==> src/rtl/csas_pkg.sv <==
// Package for the contour slope-angle sum block: payload types, defaults,
// the CORDIC arctangent table and the angle rounding helper. No dependencies.
`timescale 1ns / 1ps

package csas_pkg;

  localparam int MaxPointsDef     = 4096;
  localparam int AngleFracBitsDef = 12;
  localparam int CountOutW        = 13;
  localparam int SumW             = 26;
  localparam int ZW               = 34;
  localparam int XyW              = 33;

  typedef struct packed {
    logic [14:0] point_x;
    logic [14:0] point_y;
    logic        last_point;
  } csas_in_t;

  typedef struct packed {
    logic signed [SumW-1:0] angle_sum;
    logic                   undefined_term;
    logic [CountOutW-1:0]   point_count;
  } csas_out_t;

  // Controller to datapath commands
  typedef struct packed {
    logic capture_first;
    logic capture_next;
    logic load_pair;
    logic close_sel;
    logic iter_step;
    logic accum;
    logic emit;
  } csas_cmd_t;

  // Datapath to controller status
  typedef struct packed {
    logic count_zero;
    logic iter_last;
  } csas_sts_t;

  // atan(2^-i) in units of 2^-30 rad
  function automatic logic signed [ZW-1:0] atan_val(input logic [4:0] idx);
    logic signed [ZW-1:0] v;
    case (idx)
      5'd0:    v = 34'sd843314857;
      5'd1:    v = 34'sd497837829;
      5'd2:    v = 34'sd263043837;
      5'd3:    v = 34'sd133525159;
      5'd4:    v = 34'sd67021687;
      5'd5:    v = 34'sd33543516;
      5'd6:    v = 34'sd16775851;
      5'd7:    v = 34'sd8388437;
      5'd8:    v = 34'sd4194283;
      5'd9:    v = 34'sd2097149;
      5'd10:   v = 34'sd1048576;
      5'd11:   v = 34'sd524288;
      5'd12:   v = 34'sd262144;
      5'd13:   v = 34'sd131072;
      5'd14:   v = 34'sd65536;
      5'd15:   v = 34'sd32768;
      5'd16:   v = 34'sd16384;
      5'd17:   v = 34'sd8192;
      5'd18:   v = 34'sd4096;
      5'd19:   v = 34'sd2048;
      5'd20:   v = 34'sd1024;
      5'd21:   v = 34'sd512;
      5'd22:   v = 34'sd256;
      5'd23:   v = 34'sd128;
      default: v = '0;
    endcase
    return v;
  endfunction

  // Round half up from 30 fraction bits down to 30 - s fraction bits
  function automatic logic signed [SumW-1:0] round_angle(input logic signed [ZW-1:0] z,
                                                         input int unsigned s);
    logic signed [ZW-1:0] biased;
    logic signed [ZW-1:0] shifted;
    biased  = z + (34'sd1 <<< (s - 1));
    shifted = biased >>> s;
    return shifted[SumW-1:0];
  endfunction

endpackage

==> src/rtl/csas_dp.sv <==
// Datapath: point registers, iterative vectoring CORDIC, saturating
// accumulator and the result register. Depends on csas_pkg.
`timescale 1ns / 1ps

module csas_dp import csas_pkg::*; #(
  parameter int MAX_POINTS      = MaxPointsDef,
  parameter int ANGLE_FRAC_BITS = AngleFracBitsDef
) (
  input  logic      clk,
  input  logic      rst_n,
  input  csas_in_t  in_data,
  input  csas_cmd_t cmd,
  output csas_sts_t sts,
  output csas_out_t out_data
);

  localparam int Iters    = ANGLE_FRAC_BITS + 4;
  localparam int IterW    = $clog2(Iters);
  localparam int CntW     = $clog2(MAX_POINTS + 1);
  localparam int RndShift = 30 - ANGLE_FRAC_BITS;

  // Point registers
  logic [14:0] first_x_r, first_y_r, prev_x_r, prev_y_r, cur_x_r, cur_y_r;

  // CORDIC state
  logic signed [XyW-1:0] x_r, y_r;
  logic signed [ZW-1:0]  z_r;
  logic [IterW-1:0]      iter_r;
  logic                  neg_r, dy_neg_r, vert_r, zero_r;

  // Accumulation state
  logic signed [SumW-1:0] sum_r;
  logic [CntW-1:0]        count_r;
  logic                   undef_r;
  csas_out_t              out_r;

  // Pair select and differences
  logic [14:0]        ax, ay, bx, by;
  logic signed [15:0] dx, dy, adx, ady;

  assign ax  = cmd.close_sel ? cur_x_r   : prev_x_r;
  assign ay  = cmd.close_sel ? cur_y_r   : prev_y_r;
  assign bx  = cmd.close_sel ? first_x_r : cur_x_r;
  assign by  = cmd.close_sel ? first_y_r : cur_y_r;
  assign dx  = $signed({1'b0, bx}) - $signed({1'b0, ax});
  assign dy  = $signed({1'b0, by}) - $signed({1'b0, ay});
  assign adx = dx[15] ? -dx : dx;
  assign ady = dy[15] ? -dy : dy;

  // One CORDIC rotation
  logic signed [XyW-1:0] xs, ys;
  logic signed [ZW-1:0]  atan_i;

  assign xs     = x_r >>> iter_r;
  assign ys     = y_r >>> iter_r;
  assign atan_i = atan_val(5'(iter_r));

  // Term select and saturating add
  logic signed [SumW-1:0] cordic_t, vert_t, term;
  logic signed [SumW:0]   sum_ext;
  logic signed [SumW-1:0] sum_sat;

  assign cordic_t = round_angle(z_r, RndShift);
  assign vert_t   = round_angle(atan_val(5'd0) <<< 1, RndShift);

  always_comb begin
    if (zero_r) begin
      term = '0;
    end else if (vert_r) begin
      term = dy_neg_r ? -vert_t : vert_t;
    end else begin
      term = neg_r ? -cordic_t : cordic_t;
    end
    sum_ext = {sum_r[SumW-1], sum_r} + {term[SumW-1], term};
    if (sum_ext[SumW] != sum_ext[SumW-1]) begin
      sum_sat = sum_ext[SumW] ? {1'b1, {(SumW-1){1'b0}}} : {1'b0, {(SumW-1){1'b1}}};
    end else begin
      sum_sat = sum_ext[SumW-1:0];
    end
  end

  // Point capture
  always_ff @(posedge clk) begin
    if (cmd.capture_first) begin
      first_x_r <= in_data.point_x;
      first_y_r <= in_data.point_y;
      prev_x_r  <= in_data.point_x;
      prev_y_r  <= in_data.point_y;
    end else if (cmd.accum && !cmd.close_sel) begin
      prev_x_r <= cur_x_r;
      prev_y_r <= cur_y_r;
    end
    if (cmd.capture_first || cmd.capture_next) begin
      cur_x_r <= in_data.point_x;
      cur_y_r <= in_data.point_y;
    end
  end

  // CORDIC load and iterate
  always_ff @(posedge clk) begin
    if (cmd.load_pair) begin
      x_r      <= $signed({3'b000, adx[14:0], 15'd0});
      y_r      <= $signed({3'b000, ady[14:0], 15'd0});
      z_r      <= '0;
      iter_r   <= '0;
      neg_r    <= dx[15] ^ dy[15];
      dy_neg_r <= dy[15];
      vert_r   <= (dx == 16'sd0);
      zero_r   <= (dx == 16'sd0) && (dy == 16'sd0);
    end else if (cmd.iter_step) begin
      if (!y_r[XyW-1]) begin
        x_r <= x_r + ys;
        y_r <= y_r - xs;
        z_r <= z_r + atan_i;
      end else begin
        x_r <= x_r - ys;
        y_r <= y_r + xs;
        z_r <= z_r - atan_i;
      end
      iter_r <= iter_r + 1'b1;
    end
  end

  // Accumulator, counter, sticky flag
  always_ff @(posedge clk) begin
    if (!rst_n) begin
      sum_r   <= '0;
      count_r <= '0;
      undef_r <= 1'b0;
    end else if (cmd.emit) begin
      sum_r   <= '0;
      count_r <= '0;
      undef_r <= 1'b0;
    end else begin
      if ((cmd.capture_first || cmd.capture_next) && (count_r < CntW'(MAX_POINTS))) begin
        count_r <= count_r + 1'b1;
      end
      if (cmd.accum) begin
        sum_r <= sum_sat;
        if (zero_r) begin
          undef_r <= 1'b1;
        end
      end
    end
  end

  // Result register
  always_ff @(posedge clk) begin
    if (cmd.emit) begin
      out_r.angle_sum      <= sum_r;
      out_r.undefined_term <= undef_r;
      out_r.point_count    <= CountOutW'(count_r);
    end
  end

  assign out_data       = out_r;
  assign sts.count_zero = (count_r == '0);
  assign sts.iter_last  = (iter_r == IterW'(Iters - 1));

endmodule

==> src/rtl/csas_ctrl.sv <==
// Controller: sequences capture, CORDIC passes, accumulation and result
// hand-off, and owns the channel handshakes. Depends on csas_pkg.
`timescale 1ns / 1ps

module csas_ctrl import csas_pkg::*; (
  input  logic      clk,
  input  logic      rst_n,
  input  logic      in_valid,
  input  logic      in_last,
  output logic      in_ready,
  output logic      out_valid,
  input  logic      out_ready,
  input  csas_sts_t sts,
  output csas_cmd_t cmd
);

  typedef enum logic [2:0] {
    S_IDLE,
    S_LOAD,
    S_ITER,
    S_ACC,
    S_EMIT
  } state_t;

  state_t state_r;
  logic   close_r, last_r, out_valid_r;
  logic   accept, emit_fire;

  assign in_ready  = (state_r == S_IDLE);
  assign accept    = in_valid && in_ready;
  assign emit_fire = (state_r == S_EMIT) && (!out_valid_r || out_ready);
  assign out_valid = out_valid_r;

  // Decode commands from state
  always_comb begin
    cmd               = '0;
    cmd.capture_first = accept && sts.count_zero;
    cmd.capture_next  = accept && !sts.count_zero;
    cmd.load_pair     = (state_r == S_LOAD);
    cmd.close_sel     = close_r;
    cmd.iter_step     = (state_r == S_ITER);
    cmd.accum         = (state_r == S_ACC);
    cmd.emit          = emit_fire;
  end

  // Hold state and registered outputs
  always_ff @(posedge clk) begin
    if (!rst_n) begin
      state_r     <= S_IDLE;
      close_r     <= 1'b0;
      last_r      <= 1'b0;
      out_valid_r <= 1'b0;
    end else begin
      if (emit_fire) begin
        out_valid_r <= 1'b1;
      end else if (out_ready) begin
        out_valid_r <= 1'b0;
      end
      case (state_r)
        S_IDLE: begin
          if (accept) begin
            last_r  <= in_last;
            close_r <= 1'b0;
            if (sts.count_zero) begin
              state_r <= in_last ? S_EMIT : S_IDLE;
            end else begin
              state_r <= S_LOAD;
            end
          end
        end
        S_LOAD: begin
          state_r <= S_ITER;
        end
        S_ITER: begin
          if (sts.iter_last) begin
            state_r <= S_ACC;
          end
        end
        S_ACC: begin
          if (close_r) begin
            state_r <= S_EMIT;
          end else if (last_r) begin
            close_r <= 1'b1;
            state_r <= S_LOAD;
          end else begin
            state_r <= S_IDLE;
          end
        end
        S_EMIT: begin
          if (emit_fire) begin
            close_r <= 1'b0;
            state_r <= S_IDLE;
          end
        end
        default: begin
          state_r <= S_IDLE;
        end
      endcase
    end
  end

endmodule

==> src/rtl/contour_slope_angle_sum.sv <==
// Contour slope-angle sum: points of a closed contour in, one sum per contour out.
// Channels: in_valid/in_ready carry one point (x, y, last_point) per item;
// out_valid/out_ready carry one result (angle_sum, undefined_term, point_count)
// per contour, issued after the item marked last_point.
// Timing: the first point of a contour is only captured. Each later point runs one
// CORDIC pass in a shared iterative unit, one rotation per cycle. The last point
// adds a second pass for the closing pair; the result register is then loaded.
// A single-point contour runs no pass and goes straight to the result register.
// The result sits in an output register; in_ready stays low only while a point
// is being worked on, or while a finished sum waits for a still-full result
// register when the receiver stalls.
// Reset (rst_n low, synchronous) clears the running sum, count and flags and
// drops out_valid; the block is ready for a new contour right after.
// Depends on csas_pkg, csas_ctrl and csas_dp.
`timescale 1ns / 1ps

module contour_slope_angle_sum import csas_pkg::*; #(
  parameter int MAX_POINTS      = MaxPointsDef,
  parameter int ANGLE_FRAC_BITS = AngleFracBitsDef
) (
  input  logic      clk,
  input  logic      rst_n,
  input  logic      in_valid,
  output logic      in_ready,
  input  csas_in_t  in_data,
  output logic      out_valid,
  input  logic      out_ready,
  output csas_out_t out_data
);

  csas_cmd_t cmd;
  csas_sts_t sts;

  // Sequence the work
  csas_ctrl u_ctrl (
    .clk       (clk),
    .rst_n     (rst_n),
    .in_valid  (in_valid),
    .in_last   (in_data.last_point),
    .in_ready  (in_ready),
    .out_valid (out_valid),
    .out_ready (out_ready),
    .sts       (sts),
    .cmd       (cmd)
  );

  // Compute and hold the sum
  csas_dp #(
    .MAX_POINTS      (MAX_POINTS),
    .ANGLE_FRAC_BITS (ANGLE_FRAC_BITS)
  ) u_dp (
    .clk      (clk),
    .rst_n    (rst_n),
    .in_data  (in_data),
    .cmd      (cmd),
    .sts      (sts),
    .out_data (out_data)
  );

endmodule

==> config.mk <==
export PLATFORM = sky130hd
export DESIGN_NAME = contour_slope_angle_sum
export DESIGN_NICKNAME = d
export VERILOG_FILES = /design/src/rtl/csas_pkg.sv /design/src/rtl/csas_dp.sv /design/src/rtl/csas_ctrl.sv /design/src/rtl/contour_slope_angle_sum.sv
export SDC_FILE = /design/constraint.sdc
export NUM_CORES = 1
export LEC_CHECK = 0
export ABC_AREA = 1
export BUFFER_PORTS_ARGS = -buffer_cell sky130_fd_sc_hd__buf_2
export CORE_MARGIN = 5
export CORE_UTILIZATION = 61
export CTS_BUF_LIST = sky130_fd_sc_hd__clkbuf_8
export DETAILED_ROUTE_END_ITERATION = 6
export PLACE_DENSITY = 0.82
export SKIP_CTS_REPAIR_TIMING = 1
export SKIP_LAST_GASP = 1
export SYNTH_ARGS = -nofsm -noshare
export SYNTH_HDL_FRONTEND = slang
export SYNTH_HIERARCHICAL = 1
export SYNTH_SLANG_ARGS = --single-unit
==> constraint.sdc <==
create_clock -name clk -period 8.6 [get_ports clk]
set_input_delay 1.72 -clock clk [delete_from_list [all_inputs] [get_ports clk]]
set_output_delay 1.72 -clock clk [all_outputs]
set_load 0.05 [all_outputs]
==> reports/qor.csv, run 1 <==
stage;metric;value;unit
layout;num_antenna_cells;0;
detailed_routing;drt_iter0_drc;2194;
sta;slew_viol_final;0;
yosys;yosysWarningCount;6;
yosys;synth_edf_count;164;
yosys;synth-main-ff-cell;edfxtp_1;
sta;fmax;0.181;GHz
yosys;synth.net_count;4202;
layout;final-seq-area;7900;µm²
place;dp_hpwl;55.0;mm
yosys;synth_area_leaders;edfxtp_1 18%, nand2_1 14%, dfxtp_1 11%;
sta;rsz0062_at_grt;no;
layout;nFillCells;3996;
yosys;yosys-mux-area-fraction;0;
clock_tree;cts-buffers-inserted;54;
yosys;ys_top_cells_by_count;990 x nand2_1, 461 x nand3_1, 439 x inv_1, 369 x o21ai_0, 286 x nor2_1;
layout;drive_above_1_share;0.0606;
floorplanning;rows;76;
clock_tree;insertion_delay;0.65;ns
grt;grt_max_degree;93;
sta;max_slew.worst_pin.slew;1.22;ns
grt;grt_pass1_vias;24600;
critical_path;critPathArrivalTime;5.91;ns
critical_path;ff2ff_path_depth;24;
critical_path;end_kind;flop;
detailed_routing;vias;26800;
yosys;yosysTopAreaCell;edfxtp_1;
sta;fin_crit_sh;0.643;
detailed_routing;detail-route-antenna-nets;0;
yosys;async_flop_share;0;
floorplanning;dieWidth;220;µm
grt;overflow;0;
critical_path;critical_path.most_common_cell;nand3_1;
critical_path;worstPathMaxFanout;62;
layout;final_nets;4225;
critical_path;start_kind;flop;
clock_tree;cts_root_buffer;clkbuf_8;
floorplanning;pin_count;77;
detailed_routing;avgViaCountPerCell;5.77;
yosys;synthCells;3991;
place;io_buffers;76;
sta;period_minus_slack;5.53;ns
floorplanning;die_h;220;µm
detailed_routing;drt-total-wl;73.3;mm
yosys;synth.avg_cell_area;6.71;µm²
sta;slew_headroom;0.186;
yosys;synth_cell_types;55;
clock_tree;cts_tree;yes;
clock_tree;clk_pin_slew;0.07;ns
critical_path;critPathRequiredTime;8.98;ns
yosys;yosysSeqAreaShare;0.295;
sta;final-hold-violation-count;0;
yosys;yosys.area.top_type_share;0.184;
layout;multi_input_area;16600;µm²
sta;timing.hold.ws;0.428;ns
place;dp_cells;4543;
layout;finalNonFillerCells;4643;
yosys;yosys.area_share.xor_xnor;0.0602;
yosys;synth-adder-area-share;0.0839;
yosys;synth_top_family_by_area;simple AND/OR/NAND/NOR gates;
grt;antenna_found_initial;3;
floorplanning;initial_core_util;0.619;
yosys;synthSimpleGateAreaFrac;0.305;
grt;grt_pass1_wl;120;mm
critical_path;cp_slowest_cell;dfxtp_2;
yosys;ys_ff_latch;312;
sta;setup_tns;0;ns
grt;grt_usage;0.298;
critical_path;path_cells;buf_4 -> inv_4 -> o21ai_2 -> nand2_1 -> nand3_1 -> nand3_1 -> o21ai_1 -> ha_1 -> nand3_1 -> nor2_4 -> nor2_1 -> a21oi_2 -> xnor2_1 -> ha_1 -> nand2_1 -> nor2_1 -> inv_1 -> nor3_1 -> a21oi_1 -> o21ai_0 -> a21oi_1 -> or2_2 -> nand3_1 -> nand2_1;
layout;synthToLayoutAreaGrowth;6.81;%
place;globalplace.congestion;0.977;
worst_hold_path;hold_path.class;reg -> reg;
floorplanning;design.core.area;43300;µm²
yosys;synth_compound_area_frac;0.169;
yosys;syn_area;26800;µm²
detailed_routing;drc_errors;0;
clock_tree;clock-sinks;312;
detailed_routing;wl_per_cell;15.8;µm
clock_tree;clockBufferDepth;3;
run_status;outcome;finished clean;
worst_hold_path;hold_depth;0;
flow_run;maxCapViolations;0;
yosys;synth_most_common_cell;nand2_1;
clock_tree;cts.htree.levels;2;
sta;setup_violations;0;
floorplanning;dieArea;48200;µm²
critical_path;max_stage_delay;0.79;ns
sta;fin_worst_skew;0.0256;ns
critical_path;path_class;reg -> reg;
detailed_routing;dr.pass1.iters;7;
## critical path: cells and delay by family, from the launching register on
kind,cells,cell delay (ns)
flip-flops,1,0.79
AND/OR/NAND/NOR,12,1.62
AO/OA/AOI/OAI,6,1.37
XOR/XNOR,1,0.11
buffers and inverters,3,0.76
adder cells (fa/ha/maj),2,0.60
## metrics by stage
stage	setup WS (ns)	util	cell area (µm²)
finish	3.07	0.661	28600
CTS	3.17	0.661	28600
floorplan	3.14	-	26800
global placement	3.30	0.634	27400
global route	2.41	0.661	28600
detailed placement	3.18	0.634	27400
## per-layer routing
metal | up-vias | wire, µm | track usage
li1 | 13500 | - | -
met1 | 12100 | 31200 | 0.396
met2 | 933 | 33700 | 0.496
met3 | 205 | 5560 | 0.0412
met4 | 6 | 2770 | 0.115
met5 | - | 36 | 0
## registers in the layout, indices dropped and copies added (netlist names), 3 cells and up
name and cells:
u_ctrl/state_r 3, u_dp/atan_i 28, u_dp/count_r 13, u_dp/cur_x_r 15
u_dp/cur_y_r 15, u_dp/first_x_r 15, u_dp/first_y_r 15, u_dp/iter_r 4
u_dp/out_data 40, u_dp/prev_x_r 15, u_dp/prev_y_r 15, u_dp/sum_r 26
u_dp/x_r 33, u_dp/y_r 33, u_dp/z_r 34
## worst paths after layout
check                                     start                to  slack (ns)
worst min-delay path            u_dp/count_r[2]  u_dp/out_data[2]        0.43
worst min register to register  u_dp/count_r[2]  u_dp/out_data[2]        0.43
worst max-delay path             u_dp/iter_r[0]      u_dp/x_r[23]        3.07
worst max register to register   u_dp/iter_r[0]      u_dp/x_r[23]        3.07
## area by class of cell
type,instances,area share
multi-input combinational,3096,0.579
clock buffer,60,0.0289
tap,585,0.0256
clock inverter,40,0.0118
inverter,454,0.0597
sequential,312,0.276
timing repair buffer,96,0.0185
## logic make-up (layout without fill, tap and decap cells)
family,after synthesis,in the layout
xor gates and xnor gates,184,184
AOI/OAI and AO/OA,828,828
adders and majority gates,176,176
DFF,312,312
and+or+nand+nor,1908,1908
buffers and inverters,583,650
## layout by cell type, fill, tap and decap left out, types with 60 or more instances in the layout
master	n
nand2_1	990
nand3_1	461
a21oi_1	282
clkbuf_8	60
ha_1	170
inv_1	452
o21ai_0	368
dfxtp_1	144
edfxtp_1	164
xor2_1	133
buf_2	76
nor2_1	282
Power of run 1 is not shown: default switching activity piles up to over one toggle a cycle in this logic, so the estimate is an artifact.
==> run 2: changes to the inputs <==
Clock period 8.6 ns to 5.7 ns, I/O delays scaled along.
==> run 2 against run 1 <==
  * The flow now finishes with violations (design-rule violations)
  * Critical path depth is 2 lower
  * Clock-buffer cell count is 4 higher
  * Non-clock buffer count is 6 higher
  * Global-route usage is 0.14 points higher
  * Maximum frequency is 12% higher
  * Hold slack hardly changed
  * Die area stayed put
  * Final area is 0.28% higher
  * Utilization is 0.19 points higher
  * Clock skew is 0.015 ns higher
  * Register-to-register slack worse by 2.3 ns
  * Wire length is 0.88% higher
  * Critical endpoint is now u_dp/y_r[23]
  * Largest cell class unchanged
==> reports/qor.csv, run 2 (synthesis results as in run 1) <==
stage;metric;value;unit;change
place;dp_cells;4549;;+0.13%
sta;slew_viol_final;0;;unchanged
detailed_routing;vias;27000;;+0.79%
detailed_routing;detail-route-antenna-nets;0;;unchanged
critical_path;path_class;reg -> reg;;
sta;period_minus_slack;4.92;ns;-0.606 ns
clock_tree;insertion_delay;0.67;ns;+0.02 ns
floorplanning;design.core.area;43300;µm²;unchanged
critical_path;regToRegSetupSlack;0.78;ns;-2.29 ns
clock_tree;clock-sinks;312;;unchanged
sta;fmax;0.203;GHz;+12%
critical_path;critPathArrivalTime;5.32;ns;-0.59 ns
sta;setup_tns;0;ns;unchanged
grt;antenna_found_initial;3;;unchanged
grt;overflow;0;;unchanged
sta;setup_slack;0.777;ns;-2.29 ns
clock_tree;cts-buffers-inserted;57;;+5.6%
sta;fin_crit_sh;0.864;;+0.221
run_status;outcome;finished, violations left;;
floorplanning;initial_core_util;0.619;;unchanged
sta;max_slew.worst_pin.slew;1.07;ns;-0.155 ns
place;dp_hpwl;55.8;mm;+1.6%
grt;grt_usage;0.300;;+0.00144
detailed_routing;drt-total-wl;73.9;mm;+0.88%
sta;fin_worst_skew;0.0403;ns;+0.0148 ns
grt;grt_pass1_vias;24900;;+1.3%
layout;design_area;28700;µm²;+0.28%
clock_tree;clockBufferDepth;3;;unchanged
layout;layout_commonest_cell;nand2_1;;
detailed_routing;drt_iter0_drc;2783;;+27%
critical_path;start_kind;flop;;
floorplanning;die_h;220;µm;unchanged
detailed_routing;drc_errors;14;;+14
layout;synthToLayoutAreaGrowth;7.11;%;
critical_path;r2r-end;u_dp/y_r[23];;
layout;drive_above_1_share;0.0625;;+0.00183
detailed_routing;wl_per_cell;15.9;µm;+0.67%
critical_path;critPathRequiredTime;6.10;ns;-2.88 ns
layout;mostFrequentLayoutCells;990 x nand2_1, 461 x nand3_1, 447 x inv_1;;
place;dpl_cell_area;27500;µm²;+0.30%
worst_hold_path;hold_path.class;reg -> reg;;
critical_path;worstPathMaxFanout;66;;+6.5%
worst_hold_path;worstHoldEndpoint;u_dp/out_data[2];;
critical_path;ff2ff_path_depth;22;;-8.3%
floorplanning;dieWidth;220;µm;unchanged
layout;final_nets;4234;;+0.21%
grt;grt_pass1_wl;120;mm;+0.52%
worst_hold_path;hold_depth;0;;unchanged
floorplanning;rows;76;;unchanged
floorplanning;pin_count;77;;unchanged
floorplanning;dieArea;48200;µm²;unchanged
layout;largest_reg_flops;40;;unchanged
layout;finalNonFillerCells;4653;;+0.22%
flow_run;maxCapViolations;0;;unchanged
layout;nFillCells;3973;;-0.58%
sta;setup_violations;0;;unchanged
place;globalplace.congestion;1.01;;+3.0%
critical_path;reg2reg_from;u_dp/iter_r[1];;
run_status;failed_checks;design-rule violations;;
worst_hold_path;hp-start;u_dp/count_r[2];;
sta;rsz0062_at_grt;no;;
clock_tree;cts.htree.levels;2;;unchanged
grt;grt_max_degree;92;;-1.1%
clock_tree;clk_pin_slew;0.06;ns;about the same
sta;final-hold-violation-count;0;;unchanged
detailed_routing;dr.pass1.iters;7;;unchanged
clock_tree;cts_root_buffer;clkbuf_8;;
detailed_routing;avgViaCountPerCell;5.80;;+0.57%
place;place_ws;0.905;ns;-2.27 ns
clock_tree;cts_tree;yes;;
place;io_buffers;76;;unchanged
sta;slew_headroom;0.287;;+0.101
critical_path;end_kind;flop;;
[run 2: layout make-up]
class | instances | area (µm²) | share of cell area
multi-input cells | 3096 | 16600 | 0.578
flip-flops and latches | 312 | 7900 | 0.275
inverters | 454 | 1710 | 0.0595
clock buffers | 64 | 881 | 0.0307
well taps | 585 | 732 | 0.0255
repair buffers | 102 | 613 | 0.0214
clock inverters | 39 | 279 | 0.00973
diodes | 1 | 2.50 | 0.0000872
[run 2: how the worst max path moves through the flow]
| stage | start | endpoint | cells after the start |
|---|---|---|---|
| floorplan | in_valid | u_dp/count_r[12] | 16 |
| global placement | u_dp/iter_r[1] | u_dp/y_r[23] | 22 |
| detailed placement | u_dp/iter_r[1] | u_dp/x_r[23] | 22 |
| CTS | u_dp/iter_r[1] | u_dp/y_r[23] | 22 |
| global route | u_dp/z_r[17] | u_dp/sum_r[6] | 25 |
| finish | u_dp/iter_r[1] | u_dp/y_r[23] | 22 |
[run 2: metrics by stage]
stage,hold slack (ns),utilization
final,0.428,0.663
after floorplan,0.408,-
after global routing,0.446,0.663
after CTS,0.430,0.663
after detailed placement,0.420,0.636
after global placement,0.410,0.636
[run 2: metal layers]
metal  vias to the layer above  global-route usage  wire length, µm
li1                      13500                   -                -
met1                     12200               0.388            31100
met2                      1036               0.504            34100
met3                       211              0.0493             5970
met4                         6               0.116             2780
met5                         -                   0               34
[run 2: worst max-delay path: stages, from the launching register on]
cell and delay [ns]:
dfxtp_2 0.33, buf_4 0.58, nand3_1 0.21, nand3_1 0.16, nand3_1 0.09, nand2_1 0.14, nand3_1 0.14, inv_1 0.11
nand3b_1 0.14, o21ai_1 0.23, xnor2_1 0.16, inv_1 0.08, ha_1 0.37, nand2_1 0.11, nor2_1 0.21, inv_1 0.06
o21ai_0 0.32, a31oi_1 0.16, o21ai_0 0.47, a21oi_1 0.21, nand2b_1 0.19, nand3_1 0.09, nand2_1 0.06
Power of run 2 is left out for the same reason.
